**src/rtl/core/scm_pkg.sv**
```systemverilog
// Shared types, opcodes and constants of the stack calculator machine.
package scm_pkg;

    localparam int STACK_DEPTH = 16;
    localparam int NUM_GREGS   = 4;
    localparam int WORD_W      = 32;
    localparam int CMD_W       = 4;
    localparam int STATUS_W    = 3;
    localparam int DEPTH_W     = 5;
    localparam int GIDX_W      = 2;
    localparam int DIV_STEPS   = WORD_W;

    typedef enum logic [CMD_W-1:0] {
        OP_EXIT      = 4'd0,
        OP_PUSH      = 4'd1,
        OP_POP       = 4'd2,
        OP_ADD       = 4'd3,
        OP_SUB       = 4'd4,
        OP_MUL       = 4'd5,
        OP_DIV       = 4'd6,
        OP_PEEK      = 4'd7,
        OP_PUSH_GREG = 4'd8,
        OP_POPR      = 4'd9
    } opcode_t;

    typedef enum logic [STATUS_W-1:0] {
        ST_OK        = 3'd0,
        ST_UNDERFLOW = 3'd1,
        ST_OVERFLOW  = 3'd2,
        ST_DIVZERO   = 3'd3,
        ST_BADOP     = 3'd4
    } status_t;

    typedef enum logic [1:0] {
        S_IDLE,
        S_EXEC,
        S_DIV,
        S_WB
    } state_t;

    typedef struct packed {
        logic load;
        logic exec;
        logic div_start;
        logic commit;
    } scm_cmd_t;

    typedef struct packed {
        logic div_go;
        logic div_done;
    } scm_stat_t;

endpackage

```
**src/rtl/core/stack_calculator_machine_top.sv**
```systemverilog
// Top level of the stack calculator machine.
// Each input transaction is one instruction and yields exactly one result
// transaction with status, value and the stack depth after it. Most
// instructions pass through accept, execute and write back before the next
// is accepted; a divide with a nonzero divisor also waits in a divide state
// on the radix-2 divider, which retires one quotient bit per cycle. The
// stack lives in a memory with registered reads, so operands are fetched in
// the accept cycle. A finished result sits in an output register, and the
// next instruction is accepted while it waits; the next write back stalls
// only if that result has still not been taken.
module stack_calculator_machine_top #(
    parameter int STACK_DEPTH = scm_pkg::STACK_DEPTH
) (
    input  logic                                aclk,
    input  logic                                aresetn,
    input  logic                                s_valid,
    output logic                                s_ready,
    input  logic [scm_pkg::CMD_W-1:0]           s_cmd,
    input  logic signed [scm_pkg::WORD_W-1:0]   s_immediate,
    input  logic [scm_pkg::GIDX_W-1:0]          s_reg_index,
    output logic                                m_valid,
    input  logic                                m_ready,
    output logic [scm_pkg::STATUS_W-1:0]        m_status,
    output logic signed [scm_pkg::WORD_W-1:0]   m_value,
    output logic                                m_value_valid,
    output logic [scm_pkg::DEPTH_W-1:0]         m_depth
);

    scm_pkg::scm_cmd_t  cmd;
    scm_pkg::scm_stat_t st;

    scm_ctrl u_ctrl (
        .aclk    (aclk),
        .aresetn (aresetn),
        .s_valid (s_valid),
        .s_ready (s_ready),
        .m_valid (m_valid),
        .m_ready (m_ready),
        .st      (st),
        .cmd     (cmd)
    );

    scm_dp #(
        .DEPTH (STACK_DEPTH)
    ) u_dp (
        .aclk          (aclk),
        .aresetn       (aresetn),
        .cmd           (cmd),
        .st            (st),
        .s_cmd         (s_cmd),
        .s_immediate   (s_immediate),
        .s_reg_index   (s_reg_index),
        .m_status      (m_status),
        .m_value       (m_value),
        .m_value_valid (m_value_valid),
        .m_depth       (m_depth)
    );

endmodule

```
**src/rtl/core/scm_div.sv**
```systemverilog
// Radix-2 signed divider, truncating toward zero, one quotient bit per cycle.
module scm_div (
    input  logic                             aclk,
    input  logic                             aresetn,
    input  logic                             start,
    input  logic [scm_pkg::WORD_W-1:0]       dividend,
    input  logic [scm_pkg::WORD_W-1:0]       divisor,
    output logic                             done,
    output logic [scm_pkg::WORD_W-1:0]       quotient
);

    localparam int W    = scm_pkg::WORD_W;
    localparam int CNTW = $clog2(scm_pkg::DIV_STEPS);

    logic            running_reg, running_next;
    logic            done_reg, done_next;
    logic [CNTW-1:0] cnt_reg, cnt_next;
    logic [W-1:0]    rem_reg;
    logic [W-1:0]    q_reg;
    logic [W-1:0]    d_reg;
    logic            neg_reg;

    logic [W-1:0]    a_abs, b_abs;
    logic [W:0]      rem_sh, trial;

    assign a_abs  = dividend[W-1] ? (~dividend + 1'b1) : dividend;
    assign b_abs  = divisor[W-1]  ? (~divisor + 1'b1)  : divisor;
    assign rem_sh = {rem_reg, q_reg[W-1]};
    assign trial  = rem_sh - {1'b0, d_reg};

    always_comb begin
        running_next = running_reg;
        done_next    = 1'b0;
        cnt_next     = cnt_reg;
        if (start) begin
            running_next = 1'b1;
            cnt_next     = '0;
        end else if (running_reg) begin
            cnt_next = cnt_reg + 1'b1;
            if (cnt_reg == CNTW'(scm_pkg::DIV_STEPS - 1)) begin
                running_next = 1'b0;
                done_next    = 1'b1;
            end
        end
    end

    always_ff @(posedge aclk) begin
        if (!aresetn) begin
            running_reg <= 1'b0;
            done_reg    <= 1'b0;
            cnt_reg     <= '0;
        end else begin
            running_reg <= running_next;
            done_reg    <= done_next;
            cnt_reg     <= cnt_next;
        end
    end

    // remainder stays below the divisor magnitude, so W bits hold it
    always_ff @(posedge aclk) begin
        if (start) begin
            rem_reg <= '0;
            q_reg   <= a_abs;
            d_reg   <= b_abs;
            neg_reg <= dividend[W-1] ^ divisor[W-1];
        end else if (running_reg) begin
            if (!trial[W]) begin
                rem_reg <= trial[W-1:0];
                q_reg   <= {q_reg[W-2:0], 1'b1};
            end else begin
                rem_reg <= rem_sh[W-1:0];
                q_reg   <= {q_reg[W-2:0], 1'b0};
            end
        end
    end

    assign done     = done_reg;
    assign quotient = neg_reg ? (~q_reg + 1'b1) : q_reg;

endmodule

```
**src/rtl/core/scm_ctrl.sv**
```systemverilog
// Controller state machine: sequences accept, execute, divide and write back.
module scm_ctrl (
    input  logic                aclk,
    input  logic                aresetn,
    input  logic                s_valid,
    output logic                s_ready,
    output logic                m_valid,
    input  logic                m_ready,
    input  scm_pkg::scm_stat_t  st,
    output scm_pkg::scm_cmd_t   cmd
);

    scm_pkg::state_t state_reg, state_next;
    logic            m_valid_reg, m_valid_next;
    logic            slot_free;

    assign slot_free = !m_valid_reg || m_ready;

    always_comb begin
        state_next = state_reg;
        unique case (state_reg)
            scm_pkg::S_IDLE: begin
                if (s_valid) state_next = scm_pkg::S_EXEC;
            end
            scm_pkg::S_EXEC: begin
                state_next = st.div_go ? scm_pkg::S_DIV : scm_pkg::S_WB;
            end
            scm_pkg::S_DIV: begin
                if (st.div_done) state_next = scm_pkg::S_WB;
            end
            scm_pkg::S_WB: begin
                if (slot_free) state_next = scm_pkg::S_IDLE;
            end
            default: state_next = scm_pkg::S_IDLE;
        endcase
    end

    always_comb begin
        s_ready       = 1'b0;
        cmd.load      = 1'b0;
        cmd.exec      = 1'b0;
        cmd.div_start = 1'b0;
        cmd.commit    = 1'b0;
        unique case (state_reg)
            scm_pkg::S_IDLE: begin
                s_ready  = 1'b1;
                cmd.load = s_valid;
            end
            scm_pkg::S_EXEC: begin
                cmd.exec      = 1'b1;
                cmd.div_start = st.div_go;
            end
            scm_pkg::S_DIV: begin
            end
            scm_pkg::S_WB: begin
                cmd.commit = slot_free;
            end
            default: begin
            end
        endcase
    end

    always_comb begin
        m_valid_next = m_valid_reg;
        if (cmd.commit) begin
            m_valid_next = 1'b1;
        end else if (m_ready) begin
            m_valid_next = 1'b0;
        end
    end

    always_ff @(posedge aclk) begin
        if (!aresetn) begin
            state_reg   <= scm_pkg::S_IDLE;
            m_valid_reg <= 1'b0;
        end else begin
            state_reg   <= state_next;
            m_valid_reg <= m_valid_next;
        end
    end

    assign m_valid = m_valid_reg;

endmodule

```
**src/rtl/core/scm_dp.sv**
```systemverilog
// Datapath: stack memory, general registers, ALU, divider and result register.
module scm_dp #(
    parameter int DEPTH = scm_pkg::STACK_DEPTH
) (
    input  logic                                aclk,
    input  logic                                aresetn,
    input  scm_pkg::scm_cmd_t                   cmd,
    output scm_pkg::scm_stat_t                  st,
    input  logic [scm_pkg::CMD_W-1:0]           s_cmd,
    input  logic signed [scm_pkg::WORD_W-1:0]   s_immediate,
    input  logic [scm_pkg::GIDX_W-1:0]          s_reg_index,
    output logic [scm_pkg::STATUS_W-1:0]        m_status,
    output logic signed [scm_pkg::WORD_W-1:0]   m_value,
    output logic                                m_value_valid,
    output logic [scm_pkg::DEPTH_W-1:0]         m_depth
);

    localparam int W  = scm_pkg::WORD_W;
    localparam int AW = $clog2(DEPTH);
    localparam int CW = $clog2(DEPTH + 1);

    logic [W-1:0]                 mem [DEPTH];
    logic [W-1:0]                 gregs_reg [scm_pkg::NUM_GREGS];
    logic [CW-1:0]                count_reg;

    logic [scm_pkg::CMD_W-1:0]    op_reg;
    logic [W-1:0]                 imm_reg;
    logic [scm_pkg::GIDX_W-1:0]   ri_reg;
    logic [W-1:0]                 top_reg, nxt_reg;

    scm_pkg::status_t             res_status, res_status_reg;
    logic [W-1:0]                 res_value, res_value_reg;
    logic                         res_valid, res_valid_reg;
    logic                         wr_en, wr_en_reg;
    logic [AW-1:0]                wr_addr, wr_addr_reg;
    logic [W-1:0]                 wr_data, wr_data_reg;
    logic [CW-1:0]                cnt_next, cnt_next_reg;
    logic                         greg_we, greg_we_reg;
    logic                         div_req;

    logic [scm_pkg::STATUS_W-1:0] out_status_reg;
    logic [W-1:0]                 out_value_reg;
    logic                         out_valid_reg;
    logic [scm_pkg::DEPTH_W-1:0]  out_depth_reg;

    logic [AW-1:0]                rd_top_addr, rd_nxt_addr;
    logic                         full, empty, short;
    logic [W-1:0]                 alu_res;
    logic                         div_done;
    logic [W-1:0]                 div_q;

    assign rd_top_addr = AW'(count_reg - 1'b1);
    assign rd_nxt_addr = AW'(count_reg - CW'(2));
    assign full        = (count_reg == CW'(DEPTH));
    assign empty       = (count_reg == '0);
    assign short       = (count_reg < CW'(2));

    always_ff @(posedge aclk) begin
        if (cmd.load) begin
            op_reg  <= s_cmd;
            imm_reg <= s_immediate;
            ri_reg  <= s_reg_index;
            top_reg <= mem[rd_top_addr];
            nxt_reg <= mem[rd_nxt_addr];
        end
        if (cmd.commit && wr_en_reg) begin
            mem[wr_addr_reg] <= wr_data_reg;
        end
    end

    always_comb begin
        unique case (op_reg)
            scm_pkg::OP_ADD: alu_res = nxt_reg + top_reg;
            scm_pkg::OP_SUB: alu_res = nxt_reg - top_reg;
            scm_pkg::OP_MUL: alu_res = nxt_reg * top_reg;
            default:         alu_res = '0;
        endcase
    end

    always_comb begin
        res_status = scm_pkg::ST_OK;
        res_value  = '0;
        res_valid  = 1'b0;
        wr_en      = 1'b0;
        wr_addr    = AW'(count_reg);
        wr_data    = imm_reg;
        cnt_next   = count_reg;
        greg_we    = 1'b0;
        div_req    = 1'b0;
        unique case (op_reg)
            scm_pkg::OP_EXIT: begin
                cnt_next = '0;
            end
            scm_pkg::OP_PUSH, scm_pkg::OP_PUSH_GREG: begin
                if (full) begin
                    res_status = scm_pkg::ST_OVERFLOW;
                end else begin
                    wr_en    = 1'b1;
                    wr_data  = (op_reg == scm_pkg::OP_PUSH) ? imm_reg : gregs_reg[ri_reg];
                    cnt_next = count_reg + 1'b1;
                end
            end
            scm_pkg::OP_POP, scm_pkg::OP_POPR: begin
                if (empty) begin
                    res_status = scm_pkg::ST_UNDERFLOW;
                end else begin
                    res_value = top_reg;
                    res_valid = 1'b1;
                    cnt_next  = count_reg - 1'b1;
                    greg_we   = (op_reg == scm_pkg::OP_POPR);
                end
            end
            scm_pkg::OP_ADD, scm_pkg::OP_SUB, scm_pkg::OP_MUL, scm_pkg::OP_DIV: begin
                if (short) begin
                    res_status = scm_pkg::ST_UNDERFLOW;
                end else if (op_reg == scm_pkg::OP_DIV && top_reg == '0) begin
                    res_status = scm_pkg::ST_DIVZERO;
                end else begin
                    res_value = alu_res;
                    res_valid = 1'b1;
                    wr_en     = 1'b1;
                    wr_addr   = rd_nxt_addr;
                    wr_data   = alu_res;
                    cnt_next  = count_reg - 1'b1;
                    div_req   = (op_reg == scm_pkg::OP_DIV);
                end
            end
            scm_pkg::OP_PEEK: begin
                if (!empty) begin
                    res_value = top_reg;
                    res_valid = 1'b1;
                end
            end
            default: begin
                res_status = scm_pkg::ST_BADOP;
            end
        endcase
    end

    scm_div u_div (
        .aclk     (aclk),
        .aresetn  (aresetn),
        .start    (cmd.div_start),
        .dividend (nxt_reg),
        .divisor  (top_reg),
        .done     (div_done),
        .quotient (div_q)
    );

    assign st = {div_req, div_done};

    always_ff @(posedge aclk) begin
        if (cmd.exec) begin
            res_status_reg <= res_status;
            res_value_reg  <= res_value;
            res_valid_reg  <= res_valid;
            wr_en_reg      <= wr_en;
            wr_addr_reg    <= wr_addr;
            wr_data_reg    <= wr_data;
            cnt_next_reg   <= cnt_next;
            greg_we_reg    <= greg_we;
        end else if (div_done) begin
            res_value_reg <= div_q;
            wr_data_reg   <= div_q;
        end
        if (cmd.commit) begin
            out_status_reg <= res_status_reg;
            out_value_reg  <= res_value_reg;
            out_valid_reg  <= res_valid_reg;
            out_depth_reg  <= scm_pkg::DEPTH_W'(cnt_next_reg);
        end
    end

    always_ff @(posedge aclk) begin
        if (!aresetn) begin
            count_reg <= '0;
            for (int i = 0; i < scm_pkg::NUM_GREGS; i++) begin
                gregs_reg[i] <= '0;
            end
        end else if (cmd.commit) begin
            count_reg <= cnt_next_reg;
            if (greg_we_reg) begin
                gregs_reg[ri_reg] <= res_value_reg;
            end
        end
    end

    assign m_status      = out_status_reg;
    assign m_value       = out_value_reg;
    assign m_value_valid = out_valid_reg;
    assign m_depth       = out_depth_reg;

endmodule

```
**config.mk**
```make
export PLATFORM = sky130hd
export DESIGN_NAME = stack_calculator_machine_top
export DESIGN_NICKNAME = d
export VERILOG_FILES = /design/src/rtl/core/scm_pkg.sv /design/src/rtl/core/stack_calculator_machine_top.sv /design/src/rtl/core/scm_div.sv /design/src/rtl/core/scm_ctrl.sv /design/src/rtl/core/scm_dp.sv
export SDC_FILE = /design/constraint.sdc
export NUM_CORES = 2
export LEC_CHECK = 0
export BUFFER_PORTS_ARGS = -buffer_cell sky130_fd_sc_hd__buf_2
export CAP_MARGIN = 5
export CORE_ASPECT_RATIO = 1.4
export CORE_MARGIN = 8
export CORE_UTILIZATION = 50
export CTS_BUF_LIST = sky130_fd_sc_hd__clkbuf_16
export DETAILED_ROUTE_END_ITERATION = 10
export PLACE_DENSITY = 0.66
export SLEW_MARGIN = 20
export SYNTH_ARGS = -nofsm -noshare
export SYNTH_HDL_FRONTEND = slang
export SYNTH_HIERARCHICAL = 1
export SYNTH_SLANG_ARGS = --single-unit
```
**constraint.sdc**
```tcl
create_clock -name aclk -period 18.2 [get_ports aclk]
set_input_delay 4.55 -clock aclk [delete_from_list [all_inputs] [get_ports aclk]]
set_output_delay 4.55 -clock aclk [all_outputs]
set_load 0.05 [all_outputs]
```
Word-level counts from Yosys, hierarchy flattened

Memories as Yosys holds them, arrays and structs flattened. A register that Yosys moved wholly into a read port is not among the register bits.
Index checks and enable logic that the tools add are counted.

Memories kept: 2
Logic and storage cells: 153
Bits in writable memories: 640
Flip-flop bits (word level): 270
Input bits: 42

Magnitude comparators: 1
Reductions and logical operators: 21
Add/sub/neg operators: 10
Multipliers: 1
Bitwise operators: 7
Equality and inequality tests: 17
Muxes and demuxes: 68

Memories:

| memory         | words | bits a word | read ports | clocked after Yosys merged registers in | write ports | RTL line     | source |
|---|---|---|---|---|---|---|---|
| u_dp.mem       | 16    | 32          | 2          | 2                                       | 1           | scm_dp.sv:22 | `logic [W-1:0] mem [DEPTH];` |
| u_dp.gregs_reg | 4     | 32          | 1          | 1                                       | 4           | scm_dp.sv:23 | `logic [W-1:0] gregs_reg [scm_pkg::NUM_GREGS];` |

Operators with widths:

| operator                                      | count |
|---|---|
| two-way mux 32 bit                            | 16 |
| one-hot mux 32 bit (2 select lines)           | 2 |
| adder 32 x 1 -> 32 bit, second input constant | 3 |
| NOT 32 bit                                    | 3 |
| one-hot mux 32 bit (3 select lines)           | 1 |
| subtractor 33 x 32 -> 33 bit                  | 1 |
| adder 32 bit                                  | 1 |
| zero test 32 bit                              | 1 |
| multiplier 32 x 32 -> 32 bit                  | 1 |
| OR reduction 32 bit                           | 1 |
| subtractor 32 bit                             | 1 |
| two-way mux 31 bit                            | 1 |
| two-way mux 1 bit                             | 27 |
| two-way mux 5 bit                             | 4 |
| one-hot mux 5 bit (4 select lines)            | 1 |
| == test 4 x 3 -> 1 bit, second input constant | 4 |
| two-way mux 2 bit                             | 8 |
| two-way mux 4 bit                             | 3 |
| one-hot mux 3 bit (4 select lines)            | 1 |
| adder 5 x 1 -> 5 bit, second input constant   | 2 |
| == test 5 bit, second input constant          | 2 |
| OR reduction 2 bit                            | 5 |
| == test 4 x 2 -> 1 bit, second input constant | 2 |
| == test 4 bit, second input constant          | 2 |
| other kinds (23)                              | 32 |

Longest topological paths before layout

Depth after elaboration: 8
Mapped depth: 29
Depth with buffers taken out: 27

Hierarchy

Netlist, hierarchy kept.

By module, submodules not included:

| module   | sequential area each (µm²) | cells an instance | area each (µm²) | times used |
|---|---|---|---|---|
| scm_dp   | 26,025.0                   | 3,953             | 55,575.8        | 1 |
| scm_div  | 2,732.6                    | 868               | 7,718.7         | 1 |
| scm_ctrl | 60.1                       | 28                | 269.0           | 1 |

Worst setup path before layout

No wires, ideal clock.

Kind: input to register
From: input m_ready
To: memory u_dp/mem[0][0] (netlist name) (enable)
Setup time: 0.461 ns
Arrival time: 8.303 ns
Stages: 7
Path slack: 9.436 ns
Required time: 17.739 ns
Cell sequence: and2b_1 -> nor2b_1 -> buf_4 -> clkbuf_1 -> nand2_1 -> or3_1 -> nor3_1

RTL lines:

| item            | RTL line                           | source |
|---|---|---|
| start, declared | stack_calculator_machine_top.sv:22 | `input logic m_ready,` |
| end, declared   | scm_dp.sv:22                       |  |

Worst setup path after layout

From: register u_dp.nxt_reg[19], read port of u_dp.mem
To: register u_dp.wr_data_reg[28], data pin

Word-level cells in the longest chain between the ends: 6
Elaborated cells on any way between the ends: 8
Those cells by class: add/sub (2); mul (1); mux (5)

Ends and longest elaborated chain:

| item                                                       | RTL line      | source |
|---|---|---|
| start, declared                                            | scm_dp.sv:29  | `logic [W-1:0] top_reg, nxt_reg;` |
| multiplier 32 x 32 -> 32 bit, or another cell as far along | scm_dp.sv:75  | `scm_pkg::OP_MUL: alu_res = nxt_reg * top_reg;` |
| one-hot mux 32 bit (3 select lines) (*)                    | scm_dp.sv:72  | `unique case (op_reg)` |
| two-way mux 32 bit (*)                                     | scm_dp.sv:116 | `end else if (op_reg == scm_pkg::OP_DIV && top_reg == '0) begin` |
| two-way mux 32 bit (*)                                     | scm_dp.sv:114 | `if (short) begin` |
| one-hot mux 32 bit (2 select lines) (*)                    | scm_dp.sv:90  | `unique case (op_reg)` |
| two-way mux 32 bit (*)                                     | scm_dp.sv:153 | `if (cmd.exec) begin` |
| end signal, assigned                                       | scm_dp.sv:159 | `wr_data_reg <= wr_data;` |
| end signal, assigned                                       | scm_dp.sv:164 | `wr_data_reg <= div_q;` |
| end, declared                                              | scm_dp.sv:36  | `logic [W-1:0] wr_data, wr_data_reg;` |

Every way passes the cells marked *; elsewhere a longest branch is shown, timed or not.
A chain may end at the register's enable or synchronous reset.

==> impl.org <==
** Outcome
- Run status :: finished, final reports clean

** Placement
- Port bufs :: 84
- Final Wtd Congestion :: 0.988
- Summed over all nets, the half-perimeter wirelength after detailed placement is approximately 130000 um.

** Global routing
- For this run, the total global-route usage over all layers was measured as 27.2%.
- Vias in the first global route :: 43.0k
- The total overflow left after global routing is 0.
- The first global-routing pass estimated 278000 um of wire.
- Entering global routing, the biggest net connects 93 pins.
- Number of antenna violations at the first check in global routing :: 13

** Synthesis
- Most area-hungry cell type in the Yosys netlist :: sky130_fd_sc_hd__edfxtp_1
- Sequential-to-total area share from yosys stat :: about 45%
- Net count of the mapped netlist :: around 5.5k
- Commonest cells in the netlist :: sky130_fd_sc_hd__edfxtp_1, sky130_fd_sc_hd__inv_1, sky130_fd_sc_hd__and2_1
- Biggest area contributors in the synthesized netlist :: sky130_fd_sc_hd__edfxtp_1, sky130_fd_sc_hd__fa_1, sky130_fd_sc_hd__mux4_2, sky130_fd_sc_hd__and2_1, sky130_fd_sc_hd__ha_1
- Flops & latches, synth :: 976
- Of all flip-flops after synthesis, the portion carrying an async set or reset was 0%.
- Count of flip-flops with a built-in enable after synthesis :: 927
- Yosys printed 6 warnings.
- The most common cell in the synthesized netlist is sky130_fd_sc_hd__edfxtp_1.
- Count of mapped cells out of synthesis :: 4849
- The average instance in the mapped netlist occupies around 13 um^2.
- Among all flip-flop cells after synthesis, the most frequent one is sky130_fd_sc_hd__edfxtp_1.
- Cell Area, Synth :: 63600 um^2
- The synthesized netlist contains 93 unique library cells.
- The synthesized design devotes to its leading area cell type ~44% of total area.

** Cells and area
- Compared with the post-synthesis result, the final layout area differs by 8.96%.
- After filler insertion, the fill cell instance count of the layout stands at 10.4k.
- The register with the most flip-flops in the layout has ~510 of them.
- At the end of the flow, the number of nets in the layout was 5508.
- Proportion of layout cells with a drive suffix above 1 :: 15.7%

** STA
- Setup skew after layout :: 0.0530 ns
- Maximum clock rate :: approximately 120 MHz
- Final Hold Vio Count :: 0
- The total count of max-transition violations in the final report was 0.
- Setup repair after global routing missed its margin :: false
- Setup violations remaining at the end of the flow were counted as 0.
- In this run the tightest slew margin relative to its limit is 19.3%.
- The routed design could run at a clock period as short as 8.46 ns.
- After layout, the worst path uses 46.5% of the clock period.
- At the pin with the least slew margin, the transition time is 1.21 ns.
- Final TNS setup :: 0 ns

** Worst setup path
- Element type at the critical path end :: register
- Most prevalent standard cell on the critical path :: sky130_fd_sc_hd__fa_1
- Ordered cell list for the critical path :: and2_1 -> fa_1 -> inv_1 -> fa_1 -> fa_1 -> fa_1 -> inv_1 -> fa_1 -> fa_1 -> fa_1 -> fa_1 -> ha_1 -> and3_1 -> nand3_1 -> or4_1 -> o22ai_1 -> xnor2_1 -> o21ai_1 -> nor3_1 -> a41oi_1
- Cell family with the largest share of critical-path delay :: adder cells
- The critical path in this run is classified as register to register.
- Critical path launch point type :: register
- Maximum fanout along the worst path :: 19
- Highest-delay cell along the critical path :: sky130_fd_sc_hd__edfxtp_1
- For the worst setup path, the data required time is approximately 19 ns.
- Crit path DAT :: 8.84 ns
- Worst Path Buf+Inv :: 2
- The largest single stage delay on the critical path is between 1 and 1.5 ns.

** Clock tree
- The longest clock path from root to sink contains 3 buffers.
- Root cell of the clock tree :: sky130_fd_sc_hd__clkbuf_16
- Post-CTS Resized :: 0
- Number of sinks handled by clock tree synthesis :: 976
- For the worst-skew pair, the clock arrives at the later sink with an insertion delay of ~0.75 ns.
- Clock buffer count from CTS :: roughly 90
- Clock slew at the register clock pins of the worst setup and hold paths :: 0.07 ns
- The number of setup buffers added after CTS is 0.
- Clock tree from TritonCTS :: yes
- Hold repair after CTS inserted 0 buffers.
- The H-tree was split into 3 levels.

** Floorplanning
- Measured along the x axis, the die boundary spans 317 um.
- Area enclosed by the die boundary :: 139000 um^2
- The floorplan has 155 rows.
- Die outline height :: 438 um
- Number of I/O pins :: 85
- Initial core utilization :: 50.1%
- Area of the placeable core :: between 100000 and 150000 um^2

** Job
- Number of max-cap violations :: 0

** Detailed routing
- Using the TritonRoute via totals, the vias-per-cell ratio works out to 6.26.
- For this run, design rule violations remaining after detail routing come to 0.
- Across all layers, the routed design uses 41.3k vias.
- Iteration count of the initial detailed-routing pass :: 8
- Total detailed-routing wirelength :: 188000 um
- Routed len/inst :: 28.5 um
- In this run the remaining antenna-violating nets after routing total 0.
- Count of routing violations after the opening detailed-route iteration :: 4120

** Hold path
- In this run the worst hold path is classified as register to register.
[final cells by class]
| cell class | count | area, um^2 | area share, % |
|---|---|---|---|
| Inverter | 484 | 1820 | 2.62 |
| Multi-Input combinational cell | 3108 | 32100 | 46.3 |
| Tap cell | 1648 | 2060 | 2.98 |
| Timing Repair Buffer | 192 | 1240 | 1.80 |
| Clock buffer | 93 | 2330 | 3.36 |
| Clock inverter | 79 | 871 | 1.26 |
| Sequential cell | 976 | 28800 | 41.6 |
| Antenna cell | 8 | 20.0 | 0.0289 |
[layout by cell type, fill, tap and decap left out, types with 93 or more instances in the layout]
cell type / Yosys / routed
sky130_fd_sc_hd__buf_4: 5 / 107
sky130_fd_sc_hd__nand2_1: 348 / 348
sky130_fd_sc_hd__fa_1: 410 / 410
sky130_fd_sc_hd__clkbuf_16: 0 / 93
sky130_fd_sc_hd__mux4_2: 352 / 352
sky130_fd_sc_hd__inv_1: 483 / 491
sky130_fd_sc_hd__and2_1: 440 / 439
sky130_fd_sc_hd__edfxtp_1: 927 / 927
sky130_fd_sc_hd__xnor2_1: 172 / 172
sky130_fd_sc_hd__ha_1: 202 / 199
sky130_fd_sc_hd__o21ai_0: 95 / 95
sky130_fd_sc_hd__a21oi_1: 164 / 163
sky130_fd_sc_hd__nor2_1: 202 / 188
[per-layer routing]
layer  part of all wire (%)  global-route usage, %  wire [um]  vias up
met3                    7.8                   4.71      14600      599
met5                  0.023                      0         43        -
met2                     51                   46.9      94900     1920
met1                     36                   32.3      66700    21300
met4                    6.2                   14.5      11500        6
li1                       -                      -          -    17400
[worst register-to-register path: stages, from the launching register on]
cell	delay, ns
sky130_fd_sc_hd__edfxtp_1	1.04
sky130_fd_sc_hd__and2_1	0.30
sky130_fd_sc_hd__fa_1	0.39
sky130_fd_sc_hd__inv_1	0.08
sky130_fd_sc_hd__fa_1	0.44
sky130_fd_sc_hd__fa_1	0.49
sky130_fd_sc_hd__fa_1	0.55
sky130_fd_sc_hd__inv_1	0.05
sky130_fd_sc_hd__fa_1	0.49
sky130_fd_sc_hd__fa_1	0.58
sky130_fd_sc_hd__fa_1	0.43
sky130_fd_sc_hd__fa_1	0.47
sky130_fd_sc_hd__ha_1	0.44
sky130_fd_sc_hd__and3_1	0.22
sky130_fd_sc_hd__nand3_1	0.10
sky130_fd_sc_hd__or4_1	0.48
sky130_fd_sc_hd__o22ai_1	0.29
sky130_fd_sc_hd__xnor2_1	0.28
sky130_fd_sc_hd__o21ai_1	0.11
sky130_fd_sc_hd__nor3_1	0.50
sky130_fd_sc_hd__a41oi_1	0.39
[cells by family (layout without fill, tap and decap cells)]
family,count (synthesis),count (layout),share of synthesized area [%]
fa+ha+maj,612,612,16.9
buf+inv,765,848,4.56
other cells,0,8,0
mux,393,393,13.1
flops,976,976,45.3
xor+xnor,261,261,3.61
compound gates,604,604,6.30
simple gates,1238,1238,10.2
[metrics by stage]
stage	cells	cell area (um^2)	utilization (%)	hold WS (ns)	setup slack (ns)
final	6588	69300	54.6	0.427	9.74
after global placement	6408	66000	52.1	0.407	9.93
after CTS	6580	69200	54.6	0.432	9.89
after global routing	6580	69200	54.6	0.436	9.57
after floorplan	4849	63600	-	0.400	9.44
after detailed placement	6408	66000	52.1	0.409	9.90
[worst paths after layout]
check,from,end,slack [ns],cells after the start
max,u_dp/nxt_reg[19],u_dp/wr_data_reg[28],9.74,20
min,u_dp/res_status_reg[1],u_dp/m_status[1],0.43,0
max reg2reg,u_dp/nxt_reg[19],u_dp/wr_data_reg[28],9.74,20
min reg2reg,u_dp/res_status_reg[1],u_dp/m_status[1],0.43,0
Power is left out: the tool's default activity adds up to more than one toggle a clock period on the data nets, which glitch-free logic cannot reach.
